[src/lefe_pkg.sv]
// ============================================================================
// lefe_pkg: shared types and constants of the LED effect frame engine
// Holds channel payloads, job records, register and code definitions.
// ============================================================================
package lefe_pkg;

    localparam int LED_BYTES_MAX = 48;
    localparam int RAW_BYTES_MAX = 1024;
    localparam int FADE_STEPS    = 64;

    localparam int RAW_AW  = $clog2(RAW_BYTES_MAX);
    localparam int FADE_W  = $clog2(FADE_STEPS);
    localparam int LEN_W   = 11;
    localparam int CNT_W   = 6;
    localparam int QUEUE_DEPTH = 4;
    localparam int QUEUE_AW    = $clog2(QUEUE_DEPTH);

    // Opcodes of the input channel
    localparam logic [2:0] OP_START      = 3'd0;
    localparam logic [2:0] OP_TICK       = 3'd1;
    localparam logic [2:0] OP_UPDATE_ON  = 3'd2;
    localparam logic [2:0] OP_UPDATE_OFF = 3'd3;
    localparam logic [2:0] OP_LOAD_INIT  = 3'd4;
    localparam logic [2:0] OP_LOAD_UPD   = 3'd5;

    // Light modes
    localparam logic [2:0] MODE_IDLE     = 3'd0;
    localparam logic [2:0] MODE_INIT_PAT = 3'd1;
    localparam logic [2:0] MODE_INIT_RAW = 3'd2;
    localparam logic [2:0] MODE_UPD_PAT  = 3'd3;
    localparam logic [2:0] MODE_UPD_RAW  = 3'd4;

    // init_mode register codes
    localparam logic [1:0] INIT_SEL_PAT = 2'd1;
    localparam logic [1:0] INIT_SEL_RAW = 2'd2;

    // Job kinds carried from the front to the back
    localparam logic [2:0] JOB_PAT       = 3'd0;
    localparam logic [2:0] JOB_INIT_RAW  = 3'd1;
    localparam logic [2:0] JOB_UPD_RAW   = 3'd2;
    localparam logic [2:0] JOB_LOAD_INIT = 3'd3;
    localparam logic [2:0] JOB_LOAD_UPD  = 3'd4;

    // Register indexes on the configuration port
    localparam logic [2:0] REG_LED_COUNT   = 3'd0;
    localparam logic [2:0] REG_INIT_MODE   = 3'd1;
    localparam logic [2:0] REG_UPD_ENABLE  = 3'd2;
    localparam logic [2:0] REG_UPD_PATTERN = 3'd3;
    localparam logic [2:0] REG_INIT_LEN    = 3'd4;
    localparam logic [2:0] REG_UPD_LEN     = 3'd5;

    localparam logic [23:0] COLOUR_0 = 24'hFF0000;
    localparam logic [23:0] COLOUR_1 = 24'hCC00FF;
    localparam logic [23:0] COLOUR_2 = 24'hFFFFFF;

    typedef struct packed {
        logic [2:0]  opcode;
        logic [9:0]  store_address;
        logic [7:0]  store_byte;
    } t_in_item;

    typedef struct packed {
        logic [7:0]  frame_byte;
        logic [5:0]  byte_index;
        logic        last_byte;
        logic [2:0]  mode_now;
    } t_out_item;

    typedef struct packed {
        logic [CNT_W-1:0] led_count;
        logic [1:0]       init_mode;
        logic             update_effect_enable;
        logic             update_uses_pattern;
        logic [LEN_W-1:0] init_raw_length;
        logic [LEN_W-1:0] update_raw_length;
    } t_cfg;

    typedef struct packed {
        logic [2:0]        kind;
        logic [CNT_W-1:0]  count;
        logic [2:0]        mode;
        logic [RAW_AW-1:0] pos;
        logic [2:0][7:0]   ch;
        logic [RAW_AW-1:0] addr;
        logic [7:0]        data;
    } t_job;

    // One byte lane of a fixed colour, lane 0 is the low byte
    function automatic logic [7:0] colour_byte(input logic [1:0] idx,
                                               input logic [1:0] lane);
        logic [23:0] rgb;
        begin
            case (idx)
                2'd0:    rgb = COLOUR_0;
                2'd1:    rgb = COLOUR_1;
                2'd2:    rgb = COLOUR_2;
                default: rgb = COLOUR_0;
            endcase
            return rgb[{lane, 3'b000} +: 8];
        end
    endfunction

endpackage

[src/lefe_queue.sv]
// ============================================================================
// lefe_queue: job queue between front and back
// Small first-in first-out buffer of job records.
// ============================================================================
module lefe_queue (
    input  logic            i_clk,
    input  logic            i_rst_n,
    input  logic            i_push,
    input  lefe_pkg::t_job  i_job,
    output logic            o_full,
    input  logic            i_pop,
    output logic            o_empty,
    output lefe_pkg::t_job  o_job
);

    lefe_pkg::t_job                r_slot [lefe_pkg::QUEUE_DEPTH];
    logic [lefe_pkg::QUEUE_AW-1:0] r_wr_ptr, n_wr_ptr;
    logic [lefe_pkg::QUEUE_AW-1:0] r_rd_ptr, n_rd_ptr;
    logic [lefe_pkg::QUEUE_AW:0]   r_count, n_count;
    logic                          do_push, do_pop;

    assign o_full  = (r_count == (lefe_pkg::QUEUE_AW + 1)'(lefe_pkg::QUEUE_DEPTH));
    assign o_empty = (r_count == '0);
    assign o_job   = r_slot[r_rd_ptr];
    assign do_push = i_push && !o_full;
    assign do_pop  = i_pop && !o_empty;

    always_comb begin
        n_wr_ptr = do_push ? r_wr_ptr + 1'b1 : r_wr_ptr;
        n_rd_ptr = do_pop ? r_rd_ptr + 1'b1 : r_rd_ptr;
        n_count  = r_count;
        if (do_push && !do_pop) begin
            n_count = r_count + 1'b1;
        end else if (do_pop && !do_push) begin
            n_count = r_count - 1'b1;
        end
    end

    always_ff @(posedge i_clk) begin
        if (do_push) begin
            r_slot[r_wr_ptr] <= i_job;
        end
    end

    always_ff @(posedge i_clk) begin
        if (!i_rst_n) begin
            r_wr_ptr <= '0;
            r_rd_ptr <= '0;
            r_count  <= '0;
        end else begin
            r_wr_ptr <= n_wr_ptr;
            r_rd_ptr <= n_rd_ptr;
            r_count  <= n_count;
        end
    end

endmodule

[config.mk]
export PLATFORM = sky130hd
export DESIGN_NAME = lefe_queue
export DESIGN_NICKNAME = d
export VERILOG_FILES = /design/src/lefe_pkg.sv /design/src/lefe_queue.sv
export SDC_FILE = /design/constraint.sdc
export NUM_CORES = 1
export LEC_CHECK = 0
export BUFFER_PORTS_ARGS = -buffer_cell sky130_fd_sc_hd__buf_2
export CAP_MARGIN = 30
export CORE_MARGIN = 2
export CORE_UTILIZATION = 40
export CTS_CLUSTER_SIZE = 8
export DETAILED_ROUTE_END_ITERATION = 10
export REMOVE_ABC_BUFFERS = 1
export SKIP_CTS_REPAIR_TIMING = 1
export SLEW_MARGIN = 20
export SYNTH_ARGS = -nofsm -noshare
export SYNTH_HDL_FRONTEND = slang
export SYNTH_SLANG_ARGS = --single-unit
[constraint.sdc]
create_clock -name i_clk -period 2.5 [get_ports i_clk]
set_input_delay 0.125 -clock i_clk [delete_from_list [all_inputs] [get_ports i_clk]]
set_output_delay 0.125 -clock i_clk [all_outputs]
set_load 0.01 [all_outputs]
Word level (Yosys, flattened, before mapping)
Memory sizes are Yosys's and may differ from the RTL's. A register that Yosys moved wholly into a read port is not among the register bits. Cells that the tools add are included.

Output and inout bits: 66. Register bits: 7. Memories: 1. Input port bits: 68. RAM bits: 256.

Memories: r_slot (words 4, width 64, read ports 1, clocked after Yosys merged registers in 1, wr ports 1, line lefe_queue.sv:16) `lefe_pkg::t_job r_slot [lefe_pkg::QUEUE_DEPTH];`.

Eq/ne operators: 1. Reduce and logical (&&, ||, !) cells: 10. Mux-type cells: 6. $add $sub $neg: 4.

Operators by type and width (number): $mux W3 (2); $add A2 B1 Y2 const B (2); $logic_and A1 B1 Y1 (4); $logic_not A1 Y1 (4); $mux W2 (2); $add A3 B1 Y3 const B (1); $eq A3 B3 Y1 const B (1); $logic_not A3 Y1 (1); $sub A3 B1 Y3 const B (1); $mux W1 (2); $reduce_bool A2 Y1 (1).

Longest topological paths before layout
Gate-level depths: netlist (run 1).

Depth after elaboration: 7. Gate-level depth with buffers: 9. Mapped depth without buffers: 8.

Worst setup path before layout (run 1)
Ideal clock, no wire load.

Path type: reg2reg. Start: reg r_count[0] (netlist bit). End: mem r_slot[0][0] (netlist bit) (enable). Path buffers: 1. Arrival time: 2351 ps. Path slack: -280 ps. Cell stages (with the launch flop): 5. Library setup time: 429 ps. Period minus slack after synthesis: 2780 ps. Cell sequence: dfxtp_1 -> nor3b_2 -> nor2b_1 -> buf_2 -> and2_1.

Cells in the longest elaborated chain, start to end: 5.

Ends and longest elaborated chain: start, declared (line lefe_queue.sv:19) `logic [lefe_pkg::QUEUE_AW:0] r_count, n_count;`; start signal, assigned (line lefe_queue.sv:53) `r_count <= n_count;`; $eq A3 B3 Y1 (line lefe_queue.sv:22) `assign o_full = (r_count == (lefe_pkg::QUEUE_AW + 1)'(lefe_pkg::QUEUE_DEPTH));`; named net o_full (line lefe_queue.sv:10) `output logic o_full,`; $logic_not A1 Y1 (line lefe_queue.sv:25) `assign do_push = i_push && !o_full;`; $logic_and A1 B1 Y1 (line lefe_queue.sv:25); named net do_push (line lefe_queue.sv:20) `logic do_push, do_pop;`; $mux W1 (line lefe_queue.sv:40) `if (do_push) begin`; $mux W1 (implied by the code) (line lefe_queue.sv:41) `r_slot[r_wr_ptr] <= i_job;`; end, declared (line lefe_queue.sv:16).

The timed path passes the listed nets, and every way through them passes these cells.

Worst setup path after layout (run 1)
Start: reg r_count[0] (netlist bit). End: reg r_count[2] (netlist bit).

Cells in the longest elaborated chain, start to end: 6.

Ends and longest elaborated chain: parallel branches: the longest is 6 deep, another holds $sub A3 B1 Y3.

Parallel ways; which one is timed is not known. The select of a mux whose other input is x is not followed. A chain may end at the register's enable or synchronous reset.

==> results.sh, run 1 <==
export IMPL_multi_input_area_um2=1730
export IMPL_ys_seq_area_share_pct=80.5
export IMPL_skew_ps=9.97
export IMPL_internal_power_uw=9820
export IMPL_peakVddDrop_v=0.000513
export IMPL_gp_congestion=0.694
export IMPL_dpl_cell_count=841
export IMPL_setup_viol=0
export IMPL_antenna_left=0
export IMPL_critPathKind="reg -> reg"
export IMPL_synth_compound_area_share_pct=0.345
export IMPL_instances_no_fill=962
export IMPL_drtPass1Iterations=4
export IMPL_clk_path_buf_depth=3
export IMPL_final_common_cell="edfxtp_1"
export IMPL_status="finished, final reports clean"
export IMPL_htreeDepth=2
export IMPL_fmax_mhz=438
export IMPL_dieHeight_um=160
export IMPL_power_switching_share_pct=25.1
export IMPL_final_cell_mix="256 x edfxtp_1, 133 x buf_2, 65 x dlygate4sd3_1, 64 x mux4_2, 41 x clkbuf_16"
export IMPL_syn_inst=382
export IMPL_synthSimpleGateAreaFrac_pct=1.04
export IMPL_antenna_cells=0
export IMPL_overflow=0
export IMPL_grt_max_degree=32
export IMPL_area_growth_pct=29.8
export IMPL_cts_sinks=265
export IMPL_clock_latency_ps=500
export IMPL_whs_path_depth=4
export IMPL_muxShareOfSynthArea_pct=15.0
export IMPL_synth_fa_ha_area_share_pct=0.845
export IMPL_core_rowCount=57
export IMPL_drive_above_1_share_pct=41.5
export IMPL_ys_ff_latch=265
export IMPL_io_buffer_count=133
export IMPL_worstHoldStart="i_pop"
export IMPL_finalCritPeriodShare_pct=91.3
export IMPL_antenna_found_initial=1
export IMPL_nets=697
export IMPL_rsz0062_at_grt="false"
export IMPL_syn_area_per_cell_um2=25.6
export IMPL_slew_violations=0
export IMPL_p_comb_share_pct=22.0
export IMPL_drt_initial_drc_count=227
export IMPL_hold_class="in -> reg"
export IMPL_synth_top_family_by_area="multiplexers"
export IMPL_ys_types=24
export IMPL_hold_slack_ps=81.8
export IMPL_fin_crit_ps=2280
export IMPL_finalInstanceArea_um2=12700
export IMPL_leakage_uw=0.00434
export IMPL_crit_path_start_kind="register"
export IMPL_detail_route_wl_per_cell_um=19.6
export IMPL_r2r_slack_ps=220
export IMPL_io_pins=134
export IMPL_netlist_area_um2=9780
export IMPL_crit_arrival_ps=2690
export IMPL_drc_errors=0
export IMPL_wl_mm=18.9
export IMPL_die_w_um=160
export IMPL_powerDensity_nw_per_um2=1030
export IMPL_p_sw_uw=3280
export IMPL_grt_pass1_wl_mm=29.2
export IMPL_clk_pin_slew_ps=50
export IMPL_p_clk_share_pct=35.2
export IMPL_slew_headroom_pct=72.7
export IMPL_synth_xor_xnor_area_share_pct=0.358
export IMPL_cts_tree="built"
export IMPL_dieArea_um2=25700
export IMPL_fillCellCount=1901
export IMPL_reg2reg_to="r_count[2]"
export IMPL_vias_per_cell=4.91
export IMPL_dp_hpwl_mm=11.5
export IMPL_p_total_uw=13100
export IMPL_cts_root_buf="clkbuf_16"
export IMPL_utilization_pct=52.5
export IMPL_coreArea_um2=24200
export IMPL_grt_pass1_vias=5078
export IMPL_postPlaceCellArea_um2=11000
export IMPL_crit_required_ps=2910
export IMPL_worst_pin_slew_ps=409
export IMPL_power_share_sequential_pct=42.8
export IMPL_start_util_pct=40.4
export IMPL_regArea_um2=7880
export IMPL_grt_use_total_pct=14.9
export IMPL_drv_cap=0
export IMPL_yosysWarnings=0
export IMPL_r2r_start="r_count[0]"
export IMPL_dr_total_vias=4727
export IMPL_hold_viol=0
export IMPL_numCtsBuffers=39
export IMPL_cp_end_kind="register"
export IMPL_critPathMaxFanout=6
export IMPL_rr_worst_depth=8
-- power groups by stage --
| stage | logic (uW) | registers [uW] | clock network [uW] |
|---|---|---|---|
| global placement | 2820 | 5660 | 0 |
| floorplan | 1540 | 5850 | 0 |
| global route | 3110 | 5650 | 4950 |
| detailed placement | 2870 | 5700 | 0 |
| finish | 2880 | 5610 | 4610 |
| CTS | 2880 | 5620 | 4760 |
-- cell families after synthesis --
family          count (synthesis)
compound gates                  4
xor+xnor                        4
buf+inv                        19
simple gates                   17
mux                            67
flops                         265
fa+ha+maj                       6
-- per-layer routing --
layer	global-route usage, %	routed length [um]	up-vias
met5	0	7	-
met4	5.04	404	2
met3	3.49	960	42
met2	24.9	9470	120
met1	19.6	8010	2452
li1	-	-	2111
-- synthesized netlist by cell type --
library cell    n  area (um^2)
dfxtp_1         9          180
fa_1            1         20.0
o311ai_1        1         8.76
buf_2           7         35.0
nand2_1         4         15.0
inv_1           3         11.3
nor2b_1         2         12.5
edfxtp_1      256         7690
a21boi_0        1         7.51
and2_1          8         50.1
ha_1            5         62.6
mux4_2         64         1440
buf_6           1         11.3
nor3_1          1         5.00
or3_1           1         6.26
xor2_1          1         8.76
mux2i_1         3         30.0
xnor2_1         3         26.3
clkbuf_2        1         5.00
o31ai_2         1         12.5
o21ai_0         1         5.00
buf_12          6          120
clkbuf_1        1         3.75
nor3b_2         1         12.5
-- metrics by stage --
step / TNS, ps / setup WS [ps]
final: 0 / 217
after detailed placement: 0 / 222
after global routing: 0 / 48.6
after CTS: 0 / 202
after floorplan: -167100 / -1040
after global placement: 0 / 495
-- registers in the layout (all words and copies together), names as in the netlist, named ones only --
signal,count
r_slot,256
r_count,3
r_rd_ptr,2
r_wr_ptr,2
-- critical path: stages, from the launching register on --
cell and delay (ps):
dfxtp_1 490, nor3b_2 90, nor2b_1 220, ha_1 240, inv_1 70, fa_1 390
xor2_1 190, or3_1 310, a21boi_0 200
-- final cells by class --
| type | count | share of cell area (%) |
|---|---|---|
| Timing Repair Buffer | 216 | 12.4 |
| Clock buffer | 55 | 8.50 |
| Multi-Input combinational cell | 98 | 13.7 |
| Tap cell | 324 | 3.19 |
| Clock inverter | 1 | 0.0690 |
| Inverter | 3 | 0.0887 |
| Sequential cell | 265 | 62.1 |
-- how the worst max path moves through the flow --
stage	startpoint	end	slack [ps]	cells after the start
after detailed placement	r_count[0]	r_count[2]	220	8
after CTS	r_count[0]	r_count[2]	200	8
after floorplan	register	o_job[0]	-1040	1
final	r_count[0]	r_count[2]	220	8
after global routing	r_count[0]	r_count[2]	50	8
after global placement	r_count[1]	r_count[2]	490	7
Power figures use the tool's default switching activity.
==> inputs of run 2 (changes only) <==
==> constraint.sdc (replaced) <==
create_clock -name i_clk -period 2.5 [get_ports i_clk]
set_input_delay 0.5 -clock i_clk [delete_from_list [all_inputs] [get_ports i_clk]]
set_output_delay 0.5 -clock i_clk [all_outputs]
set_load 0.01 [all_outputs]
==> run 2 against run 1 <==
Cell area fell by 4.7%. Non-clock buffer count fell by 65. Worst setup slack got worse by 100 ps. Total power barely moved. Combinational power barely moved. Sequential power barely moved. Sequential cell count did not move. Worst hold slack improved by 130 ps. Critical path depth fell by 5. Clock skew rose by 8.3 ps. Via count fell by 5.9%.
==> results.sh, run 2 (synthesized netlist as in run 1, its figures left out) <==
export IMPL_status="finished, final reports clean"
export IMPL_nets=632
export IMPL_overflow=0
export IMPL_core_rowCount=57
export IMPL_finalCritPeriodShare_pct=95.4
export IMPL_start_util_pct=40.4
export IMPL_powerDensity_nw_per_um2=1080
export IMPL_dr_total_vias=4447
export IMPL_drt_initial_drc_count=267
export IMPL_drtPass1Iterations=4
export IMPL_crit_arrival_ps=1890
export IMPL_largestRegisters="r_slot: 256 flops, r_count: 3 flops"
export IMPL_area_growth_pct=23.7
export IMPL_die_w_um=160
export IMPL_largest_register="r_slot"
export IMPL_coreArea_um2=24200
export IMPL_detail_route_wl_per_cell_um=20.4
export IMPL_peakVddDrop_v=0.000620
export IMPL_numCtsBuffers=39
export IMPL_antenna_cells=0
export IMPL_grtUsageMet2_pct=25.5
export IMPL_worst_pin_slew_ps=416
export IMPL_io_buffer_count=133
export IMPL_critPathMaxFanout=14
export IMPL_critPathKind="reg -> out"
export IMPL_cp_top_family="multiplexers"
export IMPL_gp_congestion=0.672
export IMPL_wl_mm=18.3
export IMPL_max_stage_delay_ps=510
export IMPL_antenna_left=0
export IMPL_largest_reg_flops=256
export IMPL_setup_tns_ps=0
export IMPL_cp_end_kind="output pin"
export IMPL_fin_crit_ps=2390
export IMPL_crit_chain="clkbuf_16, mux4_2, buf_2"
export IMPL_vias_per_cell=4.96
export IMPL_rsz0062_at_grt="false"
export IMPL_grt_pass1_vias=5040
export IMPL_drc_errors=0
export IMPL_io_pins=134
export IMPL_dieArea_um2=25700
export IMPL_antenna_found_initial=3
export IMPL_slew_headroom_pct=72.3
export IMPL_instances_no_fill=897
export IMPL_dpl_cell_count=837
export IMPL_crit_path_start_kind="register"
export IMPL_skew_ps=18.3
export IMPL_grt_pass1_wl_mm=28.0
export IMPL_clock_latency_ps=500
export IMPL_slew_violations=0
export IMPL_setup_viol=0
export IMPL_crit_buf_inv=2
export IMPL_drive_above_1_share_pct=46.2
export IMPL_cts_tree="built"
export IMPL_use_met3_pct=4.18
export IMPL_cts_sinks=265
export IMPL_r2r_slack_ps=340
export IMPL_cpMaxStageDelayCell="mux4_2"
export IMPL_fmax_mhz=419
export IMPL_drv_cap=0
export IMPL_grt_use_total_pct=14.4
export IMPL_hold_class="in -> reg"
export IMPL_dp_hpwl_mm=10.6
export IMPL_grt_max_degree=40
export IMPL_busiest_layer="met2"
export IMPL_final_common_cell="edfxtp_1"
export IMPL_clk_pin_slew_ps=50
export IMPL_dieHeight_um=160
export IMPL_grt_use_met1_pct=17.0
export IMPL_leakage_uw=0.00409
export IMPL_clk_path_buf_depth=3
export IMPL_crit_required_ps=2000
export IMPL_fillCellCount=1964
export IMPL_hold_viol=0
export IMPL_final_cell_mix="256 x edfxtp_1, 133 x buf_2, 64 x mux4_2, 43 x clkbuf_16, 14 x clkbuf_1"
export IMPL_cts_root_buf="clkbuf_16"
export IMPL_htreeDepth=2
## run 2: changes by cell type in the layout (fill, tap and decap cells not counted)
cell,before,now
clkbuf_16,41,43
buf_12,10,8
buf_4,8,5
buf_16,0,2
dlygate4sd3_1,65,0
buf_6,0,1
## run 2: layout make-up
class	instances	area (um^2)	area share (%)
inverters	3	11.3	0.0931
flip-flops and latches	265	7880	65.1
clock inverters	1	8.76	0.0724
well taps	324	405	3.35
repair buffers	151	980	8.10
multi-input cells	98	1730	14.3
clock buffers	55	1080	8.92
## run 2: per-stage QoR
step           utilization (%)  hold WS, ps  total power, uW  setup WS (ps)  cell area (um^2)
6_report                  50.0          214            13100            114             12100
5_1_grt                   50.0          201            13700           28.1             12100
4_1_cts                   49.7          192            13200          -60.3             12000
3_5_place_dp              45.2          504             8500            306             10900
3_3_place_gp              45.2          477             8440            442             10900
2_1_floorplan                -          468             7390          -1410              9600
## run 2: metal layers
layer | part of all wire [%] | up-vias
met5 | 0.21 | -
li1 | - | 1978
met3 | 5.9 | 38
met2 | 51 | 124
met4 | 1.7 | 6
met1 | 41 | 2301
## run 2: power by group
part / switching, uW / total, uW / internal, uW
clock: 1660 / 4600 / 2940
combinational: 1410 / 2900 / 1490
sequential: 187 / 5590 / 5410
total: 3260 / 13100 / 9830
## run 2: final timing paths
kind,from,endpoint,cells after the start
max,register,o_job[19],3
min,i_job[55],r_slot[0][55],1
max reg2reg,r_count[0],r_count[2],8
min reg2reg,r_wr_ptr[1],r_wr_ptr[1],2
