`src/lefe_pkg.sv`:
```
// ============================================================================
// lefe_pkg: shared types and constants of the LED effect frame engine
// Holds channel payloads, job records, register and code definitions.
// ============================================================================
package lefe_pkg;

    localparam int LED_BYTES_MAX = 48;
    localparam int RAW_BYTES_MAX = 1024;
    localparam int FADE_STEPS    = 64;

    localparam int RAW_AW  = $clog2(RAW_BYTES_MAX);
    localparam int FADE_W  = $clog2(FADE_STEPS);
    localparam int LEN_W   = 11;
    localparam int CNT_W   = 6;
    localparam int QUEUE_DEPTH = 4;
    localparam int QUEUE_AW    = $clog2(QUEUE_DEPTH);

    // Opcodes of the input channel
    localparam logic [2:0] OP_START      = 3'd0;
    localparam logic [2:0] OP_TICK       = 3'd1;
    localparam logic [2:0] OP_UPDATE_ON  = 3'd2;
    localparam logic [2:0] OP_UPDATE_OFF = 3'd3;
    localparam logic [2:0] OP_LOAD_INIT  = 3'd4;
    localparam logic [2:0] OP_LOAD_UPD   = 3'd5;

    // Light modes
    localparam logic [2:0] MODE_IDLE     = 3'd0;
    localparam logic [2:0] MODE_INIT_PAT = 3'd1;
    localparam logic [2:0] MODE_INIT_RAW = 3'd2;
    localparam logic [2:0] MODE_UPD_PAT  = 3'd3;
    localparam logic [2:0] MODE_UPD_RAW  = 3'd4;

    // init_mode register codes
    localparam logic [1:0] INIT_SEL_PAT = 2'd1;
    localparam logic [1:0] INIT_SEL_RAW = 2'd2;

    // Job kinds carried from the front to the back
    localparam logic [2:0] JOB_PAT       = 3'd0;
    localparam logic [2:0] JOB_INIT_RAW  = 3'd1;
    localparam logic [2:0] JOB_UPD_RAW   = 3'd2;
    localparam logic [2:0] JOB_LOAD_INIT = 3'd3;
    localparam logic [2:0] JOB_LOAD_UPD  = 3'd4;

    // Register indexes on the configuration port
    localparam logic [2:0] REG_LED_COUNT   = 3'd0;
    localparam logic [2:0] REG_INIT_MODE   = 3'd1;
    localparam logic [2:0] REG_UPD_ENABLE  = 3'd2;
    localparam logic [2:0] REG_UPD_PATTERN = 3'd3;
    localparam logic [2:0] REG_INIT_LEN    = 3'd4;
    localparam logic [2:0] REG_UPD_LEN     = 3'd5;

    localparam logic [23:0] COLOUR_0 = 24'hFF0000;
    localparam logic [23:0] COLOUR_1 = 24'hCC00FF;
    localparam logic [23:0] COLOUR_2 = 24'hFFFFFF;

    typedef struct packed {
        logic [2:0]  opcode;
        logic [9:0]  store_address;
        logic [7:0]  store_byte;
    } t_in_item;

    typedef struct packed {
        logic [7:0]  frame_byte;
        logic [5:0]  byte_index;
        logic        last_byte;
        logic [2:0]  mode_now;
    } t_out_item;

    typedef struct packed {
        logic [CNT_W-1:0] led_count;
        logic [1:0]       init_mode;
        logic             update_effect_enable;
        logic             update_uses_pattern;
        logic [LEN_W-1:0] init_raw_length;
        logic [LEN_W-1:0] update_raw_length;
    } t_cfg;

    typedef struct packed {
        logic [2:0]        kind;
        logic [CNT_W-1:0]  count;
        logic [2:0]        mode;
        logic [RAW_AW-1:0] pos;
        logic [2:0][7:0]   ch;
        logic [RAW_AW-1:0] addr;
        logic [7:0]        data;
    } t_job;

    // One byte lane of a fixed colour, lane 0 is the low byte
    function automatic logic [7:0] colour_byte(input logic [1:0] idx,
                                               input logic [1:0] lane);
        logic [23:0] rgb;
        begin
            case (idx)
                2'd0:    rgb = COLOUR_0;
                2'd1:    rgb = COLOUR_1;
                2'd2:    rgb = COLOUR_2;
                default: rgb = COLOUR_0;
            endcase
            return rgb[{lane, 3'b000} +: 8];
        end
    endfunction

endpackage

```
`src/lefe_front.sv`:
```
// ============================================================================
// lefe_front: opcode decode and frame job builder
// Holds the light mode, fade state and raw positions; emits jobs to the queue.
// ============================================================================
module lefe_front (
    input  logic                i_clk,
    input  logic                i_rst_n,
    input  logic                i_in_valid,
    input  lefe_pkg::t_in_item  i_in_item,
    output logic                o_in_stall,
    input  lefe_pkg::t_cfg      i_cfg,
    input  logic                i_queue_full,
    output logic                o_push,
    output lefe_pkg::t_job      o_job
);

    logic [2:0]                       r_mode, n_mode;
    logic [lefe_pkg::FADE_W-1:0]      r_fade, n_fade;
    logic [1:0]                       r_ci, n_ci;
    logic [lefe_pkg::RAW_AW-1:0]      r_init_pos, n_init_pos;
    logic [lefe_pkg::RAW_AW-1:0]      r_upd_pos, n_upd_pos;

    logic                             accept;
    logic [lefe_pkg::CNT_W-1:0]       frame_len;
    logic [lefe_pkg::FADE_W-1:0]      step;
    logic [1:0]                       ci_src, ci_dst;
    logic [7:0]                       src_b [3];
    logic [7:0]                       dst_b [3];
    logic signed [9:0]                diff [3];
    logic signed [16:0]               prod [3];
    logic signed [16:0]               quo  [3];
    logic [2:0][7:0]                  ch;
    logic [lefe_pkg::LEN_W-1:0]       init_len, upd_len;
    logic [lefe_pkg::LEN_W-1:0]       init_sum, upd_sum;
    logic [lefe_pkg::RAW_AW-1:0]      init_next, upd_next;

    assign o_in_stall = i_queue_full;
    assign accept     = i_in_valid && !i_queue_full;

    // Blend the colour pair at the advanced fade step
    always_comb begin
        frame_len = (i_cfg.led_count > lefe_pkg::CNT_W'(lefe_pkg::LED_BYTES_MAX))
                  ? lefe_pkg::CNT_W'(lefe_pkg::LED_BYTES_MAX) : i_cfg.led_count;
        step = (r_fade == lefe_pkg::FADE_W'(lefe_pkg::FADE_STEPS - 1))
             ? '0 : r_fade + 1'b1;
        if (step == '0) begin
            ci_src = (r_ci == 2'd2) ? 2'd0 : r_ci + 2'd1;
        end else begin
            ci_src = r_ci;
        end
        ci_dst = (ci_src == 2'd2) ? 2'd0 : ci_src + 2'd1;
        for (int c = 0; c < 3; c++) begin
            src_b[c] = lefe_pkg::colour_byte(ci_src, 2'(c));
            dst_b[c] = lefe_pkg::colour_byte(ci_dst, 2'(c));
            diff[c]  = $signed({2'b00, dst_b[c]}) - $signed({2'b00, src_b[c]});
            prod[c]  = diff[c] * $signed({1'b0, step});
            // signed divide by a power of two truncates toward zero
            quo[c]   = 17'(prod[c] / lefe_pkg::FADE_STEPS);
            ch[c]    = src_b[c] + quo[c][7:0];
        end
    end

    // Advance raw positions, wrap to zero at or past the stored length
    always_comb begin
        init_len = (i_cfg.init_raw_length > lefe_pkg::LEN_W'(lefe_pkg::RAW_BYTES_MAX))
                 ? lefe_pkg::LEN_W'(lefe_pkg::RAW_BYTES_MAX) : i_cfg.init_raw_length;
        upd_len  = (i_cfg.update_raw_length > lefe_pkg::LEN_W'(lefe_pkg::RAW_BYTES_MAX))
                 ? lefe_pkg::LEN_W'(lefe_pkg::RAW_BYTES_MAX) : i_cfg.update_raw_length;
        init_sum = lefe_pkg::LEN_W'(r_init_pos) + lefe_pkg::LEN_W'(frame_len);
        upd_sum  = lefe_pkg::LEN_W'(r_upd_pos) + lefe_pkg::LEN_W'(frame_len);
        init_next = (init_sum >= init_len) ? '0 : init_sum[lefe_pkg::RAW_AW-1:0];
        upd_next  = (upd_sum >= upd_len) ? '0 : upd_sum[lefe_pkg::RAW_AW-1:0];
    end

    always_comb begin
        n_mode     = r_mode;
        n_fade     = r_fade;
        n_ci       = r_ci;
        n_init_pos = r_init_pos;
        n_upd_pos  = r_upd_pos;
        o_push     = 1'b0;
        o_job      = '0;
        o_job.count = frame_len;
        o_job.mode  = r_mode;
        o_job.ch    = ch;
        o_job.addr  = i_in_item.store_address[lefe_pkg::RAW_AW-1:0];
        o_job.data  = i_in_item.store_byte;
        if (accept) begin
            case (i_in_item.opcode)
                lefe_pkg::OP_START: begin
                    if (i_cfg.init_mode == lefe_pkg::INIT_SEL_PAT) begin
                        n_mode = lefe_pkg::MODE_INIT_PAT;
                    end else if (i_cfg.init_mode == lefe_pkg::INIT_SEL_RAW) begin
                        n_mode = lefe_pkg::MODE_INIT_RAW;
                    end else begin
                        n_mode = lefe_pkg::MODE_IDLE;
                    end
                end
                lefe_pkg::OP_UPDATE_ON: begin
                    if (!i_cfg.update_effect_enable) begin
                        n_mode = lefe_pkg::MODE_IDLE;
                    end else if (i_cfg.update_uses_pattern) begin
                        n_mode = lefe_pkg::MODE_UPD_PAT;
                    end else begin
                        n_mode = lefe_pkg::MODE_UPD_RAW;
                    end
                end
                lefe_pkg::OP_UPDATE_OFF: begin
                    n_mode = lefe_pkg::MODE_IDLE;
                end
                lefe_pkg::OP_LOAD_INIT: begin
                    o_push     = 1'b1;
                    o_job.kind = lefe_pkg::JOB_LOAD_INIT;
                end
                lefe_pkg::OP_LOAD_UPD: begin
                    o_push     = 1'b1;
                    o_job.kind = lefe_pkg::JOB_LOAD_UPD;
                end
                lefe_pkg::OP_TICK: begin
                    if (frame_len != '0) begin
                        case (r_mode)
                            lefe_pkg::MODE_INIT_PAT, lefe_pkg::MODE_UPD_PAT: begin
                                o_push     = 1'b1;
                                o_job.kind = lefe_pkg::JOB_PAT;
                                n_fade     = step;
                                n_ci       = ci_src;
                            end
                            lefe_pkg::MODE_INIT_RAW: begin
                                o_push     = 1'b1;
                                o_job.kind = lefe_pkg::JOB_INIT_RAW;
                                o_job.pos  = r_init_pos;
                                n_init_pos = init_next;
                            end
                            lefe_pkg::MODE_UPD_RAW: begin
                                o_push     = 1'b1;
                                o_job.kind = lefe_pkg::JOB_UPD_RAW;
                                o_job.pos  = r_upd_pos;
                                n_upd_pos  = upd_next;
                            end
                            default: begin
                                o_push = 1'b0;
                            end
                        endcase
                    end
                end
                default: begin
                    o_push = 1'b0;
                end
            endcase
        end
    end

    always_ff @(posedge i_clk) begin
        if (!i_rst_n) begin
            r_mode     <= lefe_pkg::MODE_IDLE;
            r_fade     <= '0;
            r_ci       <= '0;
            r_init_pos <= '0;
            r_upd_pos  <= '0;
        end else begin
            r_mode     <= n_mode;
            r_fade     <= n_fade;
            r_ci       <= n_ci;
            r_init_pos <= n_init_pos;
            r_upd_pos  <= n_upd_pos;
        end
    end

endmodule

```
`config.mk`:
```
export PLATFORM = sky130hd
export DESIGN_NAME = lefe_front
export DESIGN_NICKNAME = d
export VERILOG_FILES = /design/src/lefe_pkg.sv /design/src/lefe_front.sv
export SDC_FILE = /design/constraint.sdc
export NUM_CORES = 1
export LEC_CHECK = 0
export BUFFER_PORTS_ARGS = -buffer_cell sky130_fd_sc_hd__buf_2
export CORE_MARGIN = 5
export CORE_UTILIZATION = 50
export CTS_CLUSTER_SIZE = 8
export DETAILED_ROUTE_END_ITERATION = 12
export GPL_ROUTABILITY_DRIVEN = 0
export PLACE_DENSITY_LB_ADDON = 0.25
export SYNTH_ARGS = -nofsm -noshare
export SYNTH_HDL_FRONTEND = slang
export SYNTH_SLANG_ARGS = --single-unit
export TNS_END_PERCENT = 10
```
`constraint.sdc`:
```
create_clock -name i_clk -period 15 [get_ports i_clk]
set_input_delay 3 -clock i_clk [delete_from_list [all_inputs] [get_ports i_clk]]
set_output_delay 3 -clock i_clk [all_outputs]
set_load 0.005 [all_outputs]
```
After elaboration in Yosys (flattened, before gate mapping). Index checks and enable logic that the tools add are counted. W data, S select, Z words.

Output and inout bits: 66. Register bits: 31. Input bits: 57. Logic and storage cells: 91.

Bitwise gates (word level): 3. Multiply operators: 3. Eq/ne operators: 17. Magnitude comparators: 5. Reduce and logical (&&, ||, !) cells: 16. Muxes and demuxes: 28. Add/subtract/negate cells: 14.

Operators by type and width (count): $pmux W22 S2 (2); $mux W10 (5); $mul A9 B7 Y16 (3); $sub A8 B8 Y9 (3); $add A8 B1 Y8 (3); $add A8 B8 Y8 (3); $add A10 B6 Y11 (2); $ge A11 B11 Y1 (2); $gt A11 B11 Y1 const B (2); $mux W11 (2); $pmux W10 S2 (1); $pmux W3 S3 (2); $reduce_or A6 Y1 (3); $eq A3 B2 Y1 const B (4); $mux W2 (6); $mux W6 (2); $reduce_and A4 Y1 (3); $eq A3 B3 Y1 const B (3); $mux W3 (3); $eq A2 B2 Y1 const B (4); $add A6 B1 Y6 const B (1); $eq A2 B1 Y1 const B (3); $eq A3 B1 Y1 const B (2); $eq A6 B6 Y1 const B (1); 15 further kinds (21).

Longest topological paths before layout. Gate-level depths: netlist (run 1).

Depth after elaboration: 14. Depth in mapped cells: 33. Mapped depth without buffers: 33.

Least setup slack after synthesis (run 1). No wires, ideal clock.

Path type: reg2out. From: register r_fade[0] in the netlist's numbering. To: output o_job[24] in the netlist's numbering. Path buffers: 0. Data arrival time: 7.669 ns. Cell stages (with the launch flop): 33. Data required time: 12.000 ns. Slack: 4.331 ns. Cell sequence: dfxtp_1 ha_1 nand2_2 o21ba_2 o32ai_1 o311a_2 mux2i_1 inv_1 ha_1 and2_1 fa_1 inv_1 fa_1 inv_1 fa_1 inv_1 fa_1 inv_1 ha_1 inv_1 o21ai_0 a21o_1 a211o_1 o22ai_1 xnor2_1 a31oi_1 fa_1 fa_1 a21o_1 a21oi_1 o21bai_1 a21oi_1 xnor2_1.

RTL lines: start, declared (RTL line lefe_front.sv:18) `logic [lefe_pkg::FADE_W-1:0] r_fade, n_fade;`; start signal, assigned (RTL line lefe_front.sv:162) `r_fade <= n_fade;`; end, declared (RTL line lefe_front.sv:14) `output lefe_pkg::t_job o_job`.

==> out/metrics.cfg, run 1 <==
[outcome]
status = completed

[clock_network]
cts_buffers = 5
clk_pin_slew_ns = 0.05
cts_tree = done
post_cts_buffers = 0
clock-sinks = 31
cts_root_buf = clkbuf_16
htreeDepth = 2
clk_latency_ns = 0.27
cts_resized = 0
clockBufferDepth = 2
holdBufCountCts = 0

[cells_and_area]
utilization_pct = 55.0
area_delta_synth_final_pct = 7.27
final_common_cell = inv_1
drive_gt1_share_pct = 11.4
num-fill-cells = 1667
layout.cells.non_filler = 1311
final_nets = 1389
final_cell_mix = inv_1 (182), ha_1 (134), fa_1 (113), buf_2 (86), nand2_1 (76)
antenna_cells = 0
final_area_sq_um = 9580

[sta]
fin_skew_ns = 0.00384
hold_slack_ns = 0.486
slew_violations = 0
tns_ns = 0
final-setup-viol-count = 0
fin_crit_sh_pct = 78.7
fmax_mhz = 84.7
tightest_slew_ns = 0.867
rsz0062_at_grt = no
fin_crit_ns = 11.80
hold_violations = 0
slew_headroom_pct = 41.6
worst_slack_ns = 3.20

[yosys]
synth_top_area_cell = fa_1
synth-edff-count = 0
synth_top_area_share_pct = 25.3
syn_area_sq_um = 8930
synth_cell_types = 74
ys.flop_type = dfxtp_1
yosys-top-cells-area = fa_1 (25%), ha_1 (19%), inv_1 (7.6%)
synth_fp_nets = 1335
ys_seq_area_share_pct = 6.95
synthCells = 1031
avgSynthCellArea_sq_um = 8.66
async_flop_share_pct = 0
ys_ff_latch = 31
ys_warn_count = 0

[place]
io_buffers = 86
placed_cells = 1303
dp_hpwl_mm = 15.5
place_ws_ns = 3.48
place_area_sq_um = 9430

[setup_path]
crit_path_end = o_job[25]
crit_family = adder cells
worstSetupStartpointType = flop
ff2ff_path_depth = 14
critical_path_depth = 33
timing_worst_setup_path_type = reg -> out
required_ns = 12.00
critPathMaxFanout = 15
crit_arrival_ns = 8.80
slowest_delay_ns = 0.56
reg2reg_to = r_upd_pos[8]
reg2reg_setup_slack_ns = 11.11
slowest_stage = fa_1
path_buf_inv = 7
reg2reg_from = r_upd_pos[0]
crit_path_start = r_fade[0]
cpMostUsedCell = inv_1
end_kind = output port

[die]
std_cell_rows = 48
io_pins = 123
die-area_sq_um = 20600
die_w_microns = 144
initial_core_util_pct = 51.3
coreArea_sq_um = 17400
die_h_microns = 144

[drt]
vias = 6817
routed_via_density = 5.20
drc_errors = 0
drt_iter0_markers = 224
totalWireLength_mm = 17.8
ant_nets = 0
detail_route.wl_per_cell_microns = 13.6
first_pass_iters = 4

[global_route]
grt-ovfl-total = 0
grt_max_degree = 34
grt_pass1_vias = 6685
track_usage_pct = 17.4
grt_pass1_wl_mm = 30.4
antenna_found_initial = 0

[pwr]
power_density_nw_per_um2 = 24.4
ir_drop_uv = 60.5
p_total_uw = 233
cellLeakagePower_nw = 5.12

[hold_path]
min_path_type = reg -> reg

[job]
maxCapViolCount = 0

-- final cells by class --
type                    instances  area [sq um]  share of cell area [%]
multi-input cells             776          7400                    77.2
inverters                     184           691                    7.21
flip-flops and latches         31           621                    6.48
repair buffers                 87           438                    4.57
well taps                     225           282                    2.94
clock buffers                   8           156                    1.63
-- power by group --
group | internal, mW | switching (mW) | total, mW
combinational | 0.0197 | 0.0234 | 0.0432
clock | 0.0706 | 0.0365 | 0.107
sequential | 0.0827 | 0.000362 | 0.0831
total | 0.173 | 0.0603 | 0.233
-- worst min-delay path by stage --
stage / start / endpoint / slack (ns) / cells after the start
after CTS: r_init_pos[4] / r_init_pos[4] / 0.49 / 2
after global routing: r_init_pos[4] / r_init_pos[4] / 0.51 / 2
after floorplan: r_init_pos[0] / r_init_pos[0] / 0.46 / 2
final: r_init_pos[4] / r_init_pos[4] / 0.49 / 2
after detailed placement: r_upd_pos[5] / r_upd_pos[5] / 0.48 / 2
after global placement: r_upd_pos[5] / r_upd_pos[5] / 0.48 / 2
-- worst register-to-register path: cells and delay by family, from the launching register on --
kind	cells	cell delay, ns
AO/OA/AOI/OAI	8	1.66
adder cells (fa/ha/maj)	3	0.94
AND/OR/NAND/NOR	3	0.91
flip-flops	1	0.33
-- logic make-up after synthesis --
group	Yosys count	synth area share (%)
muxes	7	0.826
xor gates and xnor gates	77	7.97
DFF	31	6.95
adders and majority gates	247	44.1
AOI/OAI and AO/OA	201	15.7
and+or+nand+nor	244	14.2
buffers and inverters	224	10.3
-- flip-flops by register name, indices dropped and copies added, names as in the netlist --
signal      cells
r_init_pos     10
r_mode          3
r_fade          6
r_ci            2
r_upd_pos      10
-- per-layer routing --
metal  routed length, microns  global-route usage [%]
met5                        0                       0
met4                       97                    1.88
met3                      593                    1.46
met2                     9020                    31.9
met1                     8140                    23.2
-- synthesized netlist by cell type (all sizes together) (5+ instances only) --
library cell and n:
nand4 5, mux2i 7, o21bai 8, nor2b 17
nor3 8, nor3b 9, o21ai 25, ha 134
a21oi 60, inv 182, nor2 36, o21a 8
nand2b 14, clkbuf 14, xor2 22, a21o 28
and2 27, nand2 78, fa 113, a21boi 18
xnor2 55, a211oi 5, nor4 6, dfxtp 31
nand3 28, o41ai 5, a22o 9, buf 26
o211ai 5
(Power assumes the default switching activity.)
==> run 2, diff against run 1 <==
ABC_AREA = 1   (was unset)
clock period = 11.8 ns   (was 15 ns; I/O delays follow)
==> out/metrics.cfg, run 2 <==
[outcome]
status = completed

[pwr]
ir_drop_uv = 43.2
cellLeakagePower_nw = 5.48
power_density_nw_per_um2 = 34.9
p_total_uw = 344

[sta]
fmax_mhz = 96.9
tightest_slew_ns = 0.783
hold_violations = 0
worst_slack_ns = 1.48
tns_ns = 0
slew_violations = 0
fin_crit_ns = 10.32
fin_skew_ns = 0.00559
rsz0062_at_grt = no
slew_headroom_pct = 47.7
fin_crit_sh_pct = 87.5
final-setup-viol-count = 0

[yosys]
synth_top_area_cell = fa_1
ys.flop_type = dfxtp_1
avgSynthCellArea_sq_um = 7.38
async_flop_share_pct = 0
synth-edff-count = 0
synth_fp_nets = 1541
ys_warn_count = 0
synth_common_cells = inv_1 (260), nand2_1 (185), ha_1 (134)
syn_area_sq_um = 9130
yosys-top-cells-area = fa_1 (25%), ha_1 (18%), inv_1 (11%)
ys_seq_area_share_pct = 6.79
synthCells = 1237
synth.most_common_cell = inv_1
synth_cell_types = 47
synth_top_area_share_pct = 24.8
ys_ff_latch = 31

[global_route]
antenna_found_initial = 0
track_usage_pct = 18.9
grt_max_degree = 28
grt_pass1_wl_mm = 35.0
grt_pass1_vias = 7657
grt-ovfl-total = 0

[cells_and_area]
area_delta_synth_final_pct = 7.81
final_nets = 1606
final_cell_mix = inv_1 (260), nand2_1 (185), ha_1 (134), fa_1 (113), nor2_1 (100)
final_common_cell = inv_1
drive_gt1_share_pct = 9.36
num-fill-cells = 1755
utilization_pct = 54.8
layout.cells.non_filler = 1532
largestRegisters = r_init_pos (10), r_upd_pos (10), r_fade (6)
antenna_cells = 0

[setup_path]
slowest_delay_ns = 0.54
required_ns = 9.44
timing_worst_setup_path_type = reg -> out
crit_family = adder cells
critical_path_depth = 35
end_kind = output port
critPathMaxFanout = 12
slowest_stage = fa_1
ff2ff_path_depth = 13
cpMostUsedCell = fa_1
path_buf_inv = 5
crit_arrival_ns = 7.96
worstSetupStartpointType = flop

[die]
coreArea_sq_um = 18000
io_pins = 123
die-area_sq_um = 21100
die_h_microns = 145
initial_core_util_pct = 50.8
die_w_microns = 145
std_cell_rows = 49

[drt]
drt_iter0_markers = 360
drc_errors = 0
vias = 7914
routed_via_density = 5.17
totalWireLength_mm = 20.2
ant_nets = 0
first_pass_iters = 6
detail_route.wl_per_cell_microns = 13.2

[place]
io_buffers = 86
placed_cells = 1524
place_ws_ns = 1.78
dp_hpwl_mm = 17.5

[clock_network]
clk_pin_slew_ns = 0.05
cts_buffers = 5
cts_resized = 0
cts_tree = done
clk_latency_ns = 0.28
holdBufCountCts = 0
post_cts_buffers = 0
htreeDepth = 2
clock-sinks = 31
cts_root_buf = clkbuf_16
clockBufferDepth = 2

[job]
maxCapViolCount = 0

[hold_path]
min_path_type = reg -> reg
whs_path_depth = 2

[run 2: cell count changes in the layout (fill, tap and decap cells not counted), moves of 33 or more]
cell	previous run	this run
nand2_1	76	185
inv_1	182	260
nor2_1	36	100
a21oi_1	56	99
nand3_1	28	61
o21ai_0	20	53
[run 2: through the flow]
step	hold slack [ns]	cell area (sq um)
floorplan	0.487	9130
global placement	0.502	9670
detailed placement	0.506	9670
CTS	0.515	9850
global route	0.562	9850
finish	0.520	9850
[run 2: worst reg2reg max path, stage by stage (launching register included)]
cell     delay [ns]
dfxtp_1        0.34
ha_1           0.24
fa_1           0.46
nand4_1        0.13
nand3_1        0.13
nand3_1        0.14
xor2_1         0.26
ha_1           0.30
a21oi_1        0.13
o21a_1         0.12
nand3_1        0.08
nor2_1         0.53
a21oi_1        0.18
nor2_1         0.11
[run 2: cell families (layout without fill, tap and decap cells)]
kind of cell             Yosys count  in the layout  share of synthesized area [%]
AO/OA/AOI/OAI                    184            184                           10.9
AND/OR/NAND/NOR                  409            409                           19.5
XOR/XNOR                          69             69                           6.62
buffers and inverters            297            363                           13.1
flip-flops                        31             31                           6.79
adder cells (fa/ha/maj)          247            247                           43.1
[run 2: per-layer routing]
| metal | GRT usage (%) | wire length [microns] | vias up |
|---|---|---|---|
| li1 | - | - | 4058 |
| met1 | 27.4 | 9780 | 3650 |
| met2 | 31.3 | 9350 | 186 |
| met3 | 1.84 | 848 | 20 |
| met4 | 3.03 | 185 | 0 |
| met5 | 0 | 0 | - |
[run 2: power by group]
| part | internal (mW) | switching, mW | leakage, nW |
|---|---|---|---|
| clock | 0.105 | 0.0473 | 0.0868 |
| combinational | 0.0344 | 0.0514 | 5.14 |
| sequential | 0.105 | 0.000557 | 0.250 |
[run 2: final timing paths]
| path | startpoint | endpoint | slack (ns) |
|---|---|---|---|
| max | r_fade[0] | o_job[32] | 1.48 |
| min | r_mode[2] | r_mode[2] | 0.52 |
| max reg2reg | r_upd_pos[0] | r_upd_pos[3] | 8.59 |
| min reg2reg | r_mode[2] | r_mode[2] | 0.52 |
[run 2: cell type report]
| class | count | area (sq um) | area share [%] |
|---|---|---|---|
| timing repair buffer | 88 | 445 | 4.52 |
| clock buffer | 6 | 139 | 1.41 |
| clock inverter | 2 | 35.0 | 0.356 |
| multi-input combinational | 909 | 7320 | 74.3 |
| tap | 229 | 287 | 2.91 |
| sequential | 31 | 621 | 6.30 |
| inverter | 267 | 1000 | 10.2 |
==> run 3, diff against run 2 <==
clock period = 10.8 ns   (was 11.8 ns; I/O delays follow)
==> out/metrics.cfg, run 3 (synthesis gave the netlist of run 2 again) <==
[outcome]
status = completed

[clock_network]
cts_buffers = 5
cts_root_buf = clkbuf_16
htreeDepth = 2
clk_latency_ns = 0.28
cts_tree = done
post_cts_buffers = 0
cts_resized = 0
clockBufferDepth = 2
holdBufCountCts = 0
clock-sinks = 31
clk_pin_slew_ns = 0.05

[cells_and_area]
largestRegisters = r_init_pos (10), r_upd_pos (10), r_fade (6)
final_common_cell = inv_1
multi_input_area_sq_um = 7320
final_area_sq_um = 9830
antenna_cells = 0
num-fill-cells = 1771
final_cell_mix = inv_1 (260), nand2_1 (185), ha_1 (134), fa_1 (113), nor2_1 (100)
regArea_sq_um = 621
area_delta_synth_final_pct = 7.58
drive_gt1_share_pct = 9.43
utilization_pct = 54.7
final_nets = 1607

[global_route]
antenna_found_initial = 0
grt_max_degree = 28
grt_pass1_wl_mm = 34.3
grt_pass1_vias = 7618
grt-ovfl-total = 0
track_usage_pct = 18.6

[setup_path]
critPathMaxFanout = 12
slowest_stage = fa_1
timing_worst_setup_path_type = reg -> out
path_buf_inv = 5
crit_family = adder cells
crit_arrival_ns = 7.93
cpMostUsedCell = fa_1
slowest_delay_ns = 0.54
end_kind = output port
required_ns = 8.64
worstSetupStartpointType = flop

[drt]
drt_iter0_markers = 362
ant_nets = 0
vias = 7898
drc_errors = 0
routed_via_density = 5.15
totalWireLength_mm = 19.9
detail_route.wl_per_cell_microns = 13.0
first_pass_iters = 5

[die]
std_cell_rows = 49
die_w_microns = 145
io_pins = 123
die-area_sq_um = 21100
coreArea_sq_um = 18000
initial_core_util_pct = 50.8
die_h_microns = 145

[job]
maxCapViolCount = 0

[sta]
hold_slack_ns = 0.513
fin_crit_ns = 10.09
tns_ns = 0
fmax_mhz = 99.1
final-setup-viol-count = 0
rsz0062_at_grt = no
fin_skew_ns = 0.00315
fin_crit_sh_pct = 93.4
hold_violations = 0
tightest_slew_ns = 0.771
slew_violations = 0
slew_headroom_pct = 48.5

[pwr]
pwr-share-clk_pct = 39.6
cellLeakagePower_nw = 5.46
power_frac_seq_pct = 33.3
comb_power_share_pct = 27.0
power_density_nw_per_um2 = 35.3
power.net_switching_uw = 109
swShare_pct = 31.6
ir_drop_uv = 48.2
p_int_uw = 237

[place]
io_buffers = 86
place_area_sq_um = 9680
dp_hpwl_mm = 17.4

[hold_path]
min_path_type = reg -> reg

-- run 3: cell count changes in the layout (fill, tap and decap cells not counted) --
| cell | previous run | this run |
|---|---|---|
| clkinvlp_4 | 0 | 2 |
| buf_4 | 2 | 3 |
| bufinv_16 | 1 | 0 |
| clkbuf_8 | 1 | 0 |
-- run 3: final cells by class --
cell class | instances | area share, %
multi-input cells | 909 | 74.5
inverters | 267 | 10.2
flip-flops and latches | 31 | 6.32
repair buffers | 89 | 4.61
well taps | 229 | 2.92
clock buffers | 5 | 1.27
clock inverters | 3 | 0.204
-- run 3: power groups by stage --
| stage | Clock (mW) | Sequential, mW | Combinational (mW) |
|---|---|---|---|
| after floorplan | 0 | 0.118 | 0.0689 |
| after global placement | 0 | 0.118 | 0.0927 |
| after detailed placement | 0 | 0.118 | 0.0938 |
| after CTS | 0.141 | 0.116 | 0.0946 |
| after global routing | 0.145 | 0.116 | 0.107 |
| final | 0.137 | 0.116 | 0.0937 |
-- run 3: routing by layer --
metal	share of wire (%)	up-vias	track usage, %
met4	1.0	0	2.94
met3	4.3	16	2.18
met1	49	3676	27.1
met5	0	-	0
met2	46	154	30.3
li1	-	4052	-
-- run 3: per-stage QoR --
stage / power, mW / setup WS, ns / instances
after floorplan: 0.187 / 1.76 / 1237
after global routing: 0.368 / 0.0838 / 1533
after detailed placement: 0.212 / 0.965 / 1525
final: 0.347 / 0.714 / 1533
after global placement: 0.211 / 1.17 / 1525
after CTS: 0.351 / 0.660 / 1533
-- run 3: tightest hold or removal path: cells and delay by family (launching register included) --
kind	cells	cell delay (ns)
AOI/OAI and AO/OA	1	0.06
and+or+nand+nor	1	0.07
DFF	1	0.34
-- run 3: final timing paths --
path | from | to | slack, ns | depth (start not counted)
hold reg to reg | r_mode[2] | r_mode[2] | 0.51 | 2
hold / removal | r_mode[2] | r_mode[2] | 0.51 | 2
setup / recovery | r_fade[0] | o_job[32] | 0.71 | 35
setup reg to reg | r_upd_pos[0] | r_upd_pos[4] | 7.64 | 13
